$ cat config.mk
export PLATFORM = sky130hd
export DESIGN_NAME = smp_second4
export DESIGN_NICKNAME = d
export VERILOG_FILES = /design/src/smp_pkg.sv /design/src/smp_second4.sv
export SDC_FILE = /design/constraint.sdc
export NUM_CORES = 1
export LEC_CHECK = 0
export BUFFER_PORTS_ARGS = -buffer_cell sky130_fd_sc_hd__buf_2
export CORE_MARGIN = 2
export CORE_UTILIZATION = 63
export DETAILED_ROUTE_END_ITERATION = 10
export PLACE_DENSITY_LB_ADDON = 0.08
export SLEW_MARGIN = 20
export SYNTH_ARGS = -nofsm -noshare
export SYNTH_HDL_FRONTEND = slang
export SYNTH_SLANG_ARGS = --single-unit
export TNS_END_PERCENT = 5
$ cat constraint.sdc
create_clock -name vclk -period 13.94
set_input_delay 0.697 -clock vclk [all_inputs]
set_output_delay 0.697 -clock vclk [all_outputs]
set_load 0.02 [all_outputs]
$ cat src/smp_pkg.sv
// Shared constants for the second-max 2x2 pooling reduction block.
// No dependencies; imported by every module of the block.
`timescale 1ns / 1ps

package smp_pkg;

    // Default sizing of the block
    localparam int DEF_MAX_SIDE   = 1024;
    localparam int DEF_VALUE_BITS = 16;

    // Side-log2 configuration register
    localparam int           CFG_W         = 4;
    localparam logic [3:0]   CFG_RESET_VAL = 4'd1;

endpackage

$ cat src/smp_second4.sv
// Shared compare unit: second-largest of four signed values, duplicates counted.
// Depends on smp_pkg for the default value width.
`timescale 1ns / 1ps

module smp_second4
    import smp_pkg::*;
#(
    parameter int VALUE_BITS = DEF_VALUE_BITS
) (
    input  logic [VALUE_BITS-1:0] a,
    input  logic [VALUE_BITS-1:0] b,
    input  logic [VALUE_BITS-1:0] c,
    input  logic [VALUE_BITS-1:0] d,
    output logic [VALUE_BITS-1:0] y
);

    logic [VALUE_BITS-1:0] hi_ab, lo_ab, hi_cd, lo_cd;
    logic [VALUE_BITS-1:0] lo_of_hi, hi_of_lo;

    // Order each pair
    always_comb begin
        if ($signed(a) >= $signed(b)) begin
            hi_ab = a;
            lo_ab = b;
        end else begin
            hi_ab = b;
            lo_ab = a;
        end
        if ($signed(c) >= $signed(d)) begin
            hi_cd = c;
            lo_cd = d;
        end else begin
            hi_cd = d;
            lo_cd = c;
        end
    end

    // Runner-up is the larger of the smaller pair maximum and the larger pair minimum
    assign lo_of_hi = ($signed(hi_ab) <= $signed(hi_cd)) ? hi_ab : hi_cd;
    assign hi_of_lo = ($signed(lo_ab) >= $signed(lo_cd)) ? lo_ab : lo_cd;
    assign y        = ($signed(lo_of_hi) >= $signed(hi_of_lo)) ? lo_of_hi : hi_of_lo;

endmodule

==> run summary <==
outcome -> complete, no violations
largest net degree at the start of global routing -> 47
FF+latch area -> 0 um2
cells after synthesis -> 464
Avg Inst Size Synth -> 7.65 um2
Synth area leader -> ha_1
Post-CTS Setup Inserts -> 0
met2 Track Usage GR -> 0.557
Starting DRT DRC Count -> 109
share of the synthesized area in the top cell type -> 0.278
Yosys Warn Count -> 0
GP Congestion -> 0.976
initial antenna violation count -> 0
final core occ -> 0.733
area delta synth->final -> 12.9%
Rows -> 27
power per standard cell area -> 123 nW/um2
fin nets -> 680
setup tns final -> 0 ns
Vias -> 3483
crit path kind -> primary input to output port
cell mode on critical path -> o21ai_0
worst setup margin -> 4.40 ns
Placed Cells -> 606
max-slew violation count -> 0
WL/cell -> 14.4 um
Rel. slew slack -> 0.385
gr busiest metal -> met2
Synth top cells by count -> inv_1 (83), ha_1 (79), mux2i_1 (57)
ANT nets after route -> 0
Core ar. -> 5470 um2
number of distinct library cells after synthesis -> 50
Max VDD drop -> 0.170 mV
synthesized cell area -> 3550 um2
grt ovf -> 0
max-cap violation count -> 0
clock buf count -> 0
diodes inserted -> 0
met1 GRT Util -> 0.332
M3 GR Usage -> 0
All-Layer GR Usage -> 0.278
fin crit period -> 9.54 ns
hold_sp -> b[5]
post-place setup slack -> 4.17 ns
share of layout cells above drive strength 1 -> 0.250
I/O Pins -> 80
Pleak -> 2.31 nW
Max FO, Critical Path -> 17
critical path's slowest cell -> and2b_1
sequential fraction of the synthesis area -> 0
Hold Path Depth -> 5
Die Height -> 79.1 um
vias in the first global route -> 3376
die area -> 6250 um2
Seq cells -> 0
Net Count, Synth -> 607
hold_buf cts -> 0
worst min path class -> primary input to output port
Max Fclk -> 0.105 GHz
RSZ-0062 raised after global routing -> no
fin cells -> 607
I/O Buffers -> 80
Arr. time, crit path -> 8.84 ns
Via-to-Cell Ratio -> 5.74
first-pass GRT wire length -> 14300 um
crit path launch type -> primary input
actual slew at the worst max-slew pin -> 0.923 ns
Final Hold Fails -> 0
DRC violations left -> 0
Die X -> 79.1 um
Max stage delay on crit path -> 0.64 ns
Setup Viol. Count Final -> 0
WL final -> 8710 um
share of the clock period used by the worst path -> 0.684
First-pass DRT Iterations -> 4
post-cts sizing count -> 0
post-DP HPWL -> 7720 um
synth top area cells -> ha_1 (28%), mux2i_1 (16%), inv_1 (8.8%), mux2_2 (7.3%), a21oi_1 (5.2%)
hold endpoint -> y[5]
most common cell in the synthesized netlist -> inv_1
CP Capture Type -> output port
CP Data Required Time -> 13.24 ns
initial core utilization -> 0.649
-- metal layers --
| metal | routed length, um | up-vias |
|---|---|---|
| met1 | 3870 | 1585 |
| met5 | 0 | - |
| met4 | 144 | 0 |
| li1 | - | 1805 |
| met2 | 4460 | 83 |
| met3 | 226 | 10 |
-- final cells by class --
type	count	area [um2]
Timing Repair Buffer	84	430
Multi-Input combinational cell	368	3180
Fill cell	497	1460
Inverter	83	312
Tap cell	72	90.1
-- kinds of logic after synthesis --
family | after synthesis | share of synthesized area
AO/OA/AOI/OAI | 96 | 0.180
multiplexers | 95 | 0.295
XOR/XNOR | 1 | 0.00247
buffers and inverters | 96 | 0.105
adder cells (fa/ha/maj) | 79 | 0.278
AND/OR/NAND/NOR | 97 | 0.139
-- worst max-delay path: cells and delay by family --
kind                       cells  cell delay [ns]
AOI/OAI and AO/OA             18             4.10
and+or+nand+nor                4             1.25
muxes                          3             0.84
buffers and inverters          5             1.09
adders and majority gates      3             0.85
-- where the power goes --
part	internal (mW)	total (mW)	switching [mW]
clock	0	0	0
combinational	0.218	0.494	0.276
sequential	0	0	0
-- worst max path at each step --
stage          start    end  cells after the start
3_5_place_dp    d[5]   y[0]                     33
4_1_cts         d[5]   y[0]                     33
5_1_grt         d[5]   y[0]                     33
3_3_place_gp    d[5]   y[0]                     33
6_report        d[5]   y[0]                     33
2_1_floorplan  b[15]  y[10]                     36
-- stage by stage --
step	cell area, um2	total power [mW]	hold WS, ns
floorplan	3550	0.370	1.80
global placement	4000	0.472	2.07
detailed placement	4000	0.485	2.08
CTS	4000	0.488	2.09
global route	4010	0.545	2.14
finish	4010	0.494	2.08
-- cells in the final DEF (no fill, tap or decap), drive strengths merged, types with 3 or more instances in the layout --
cell type and n:
inv 83, buf 83, ha 79, mux2i 64, a21oi 38, nor2 34
mux2 31, nand2 23, o21ai 16, nand4 15, a21o 13, nor2b 5
o211ai 5, a211oi 5, o21a 4, nand2b 4, nand3 3, a31oi 3
No activity file was read; power rests on OpenSTA's default activity.
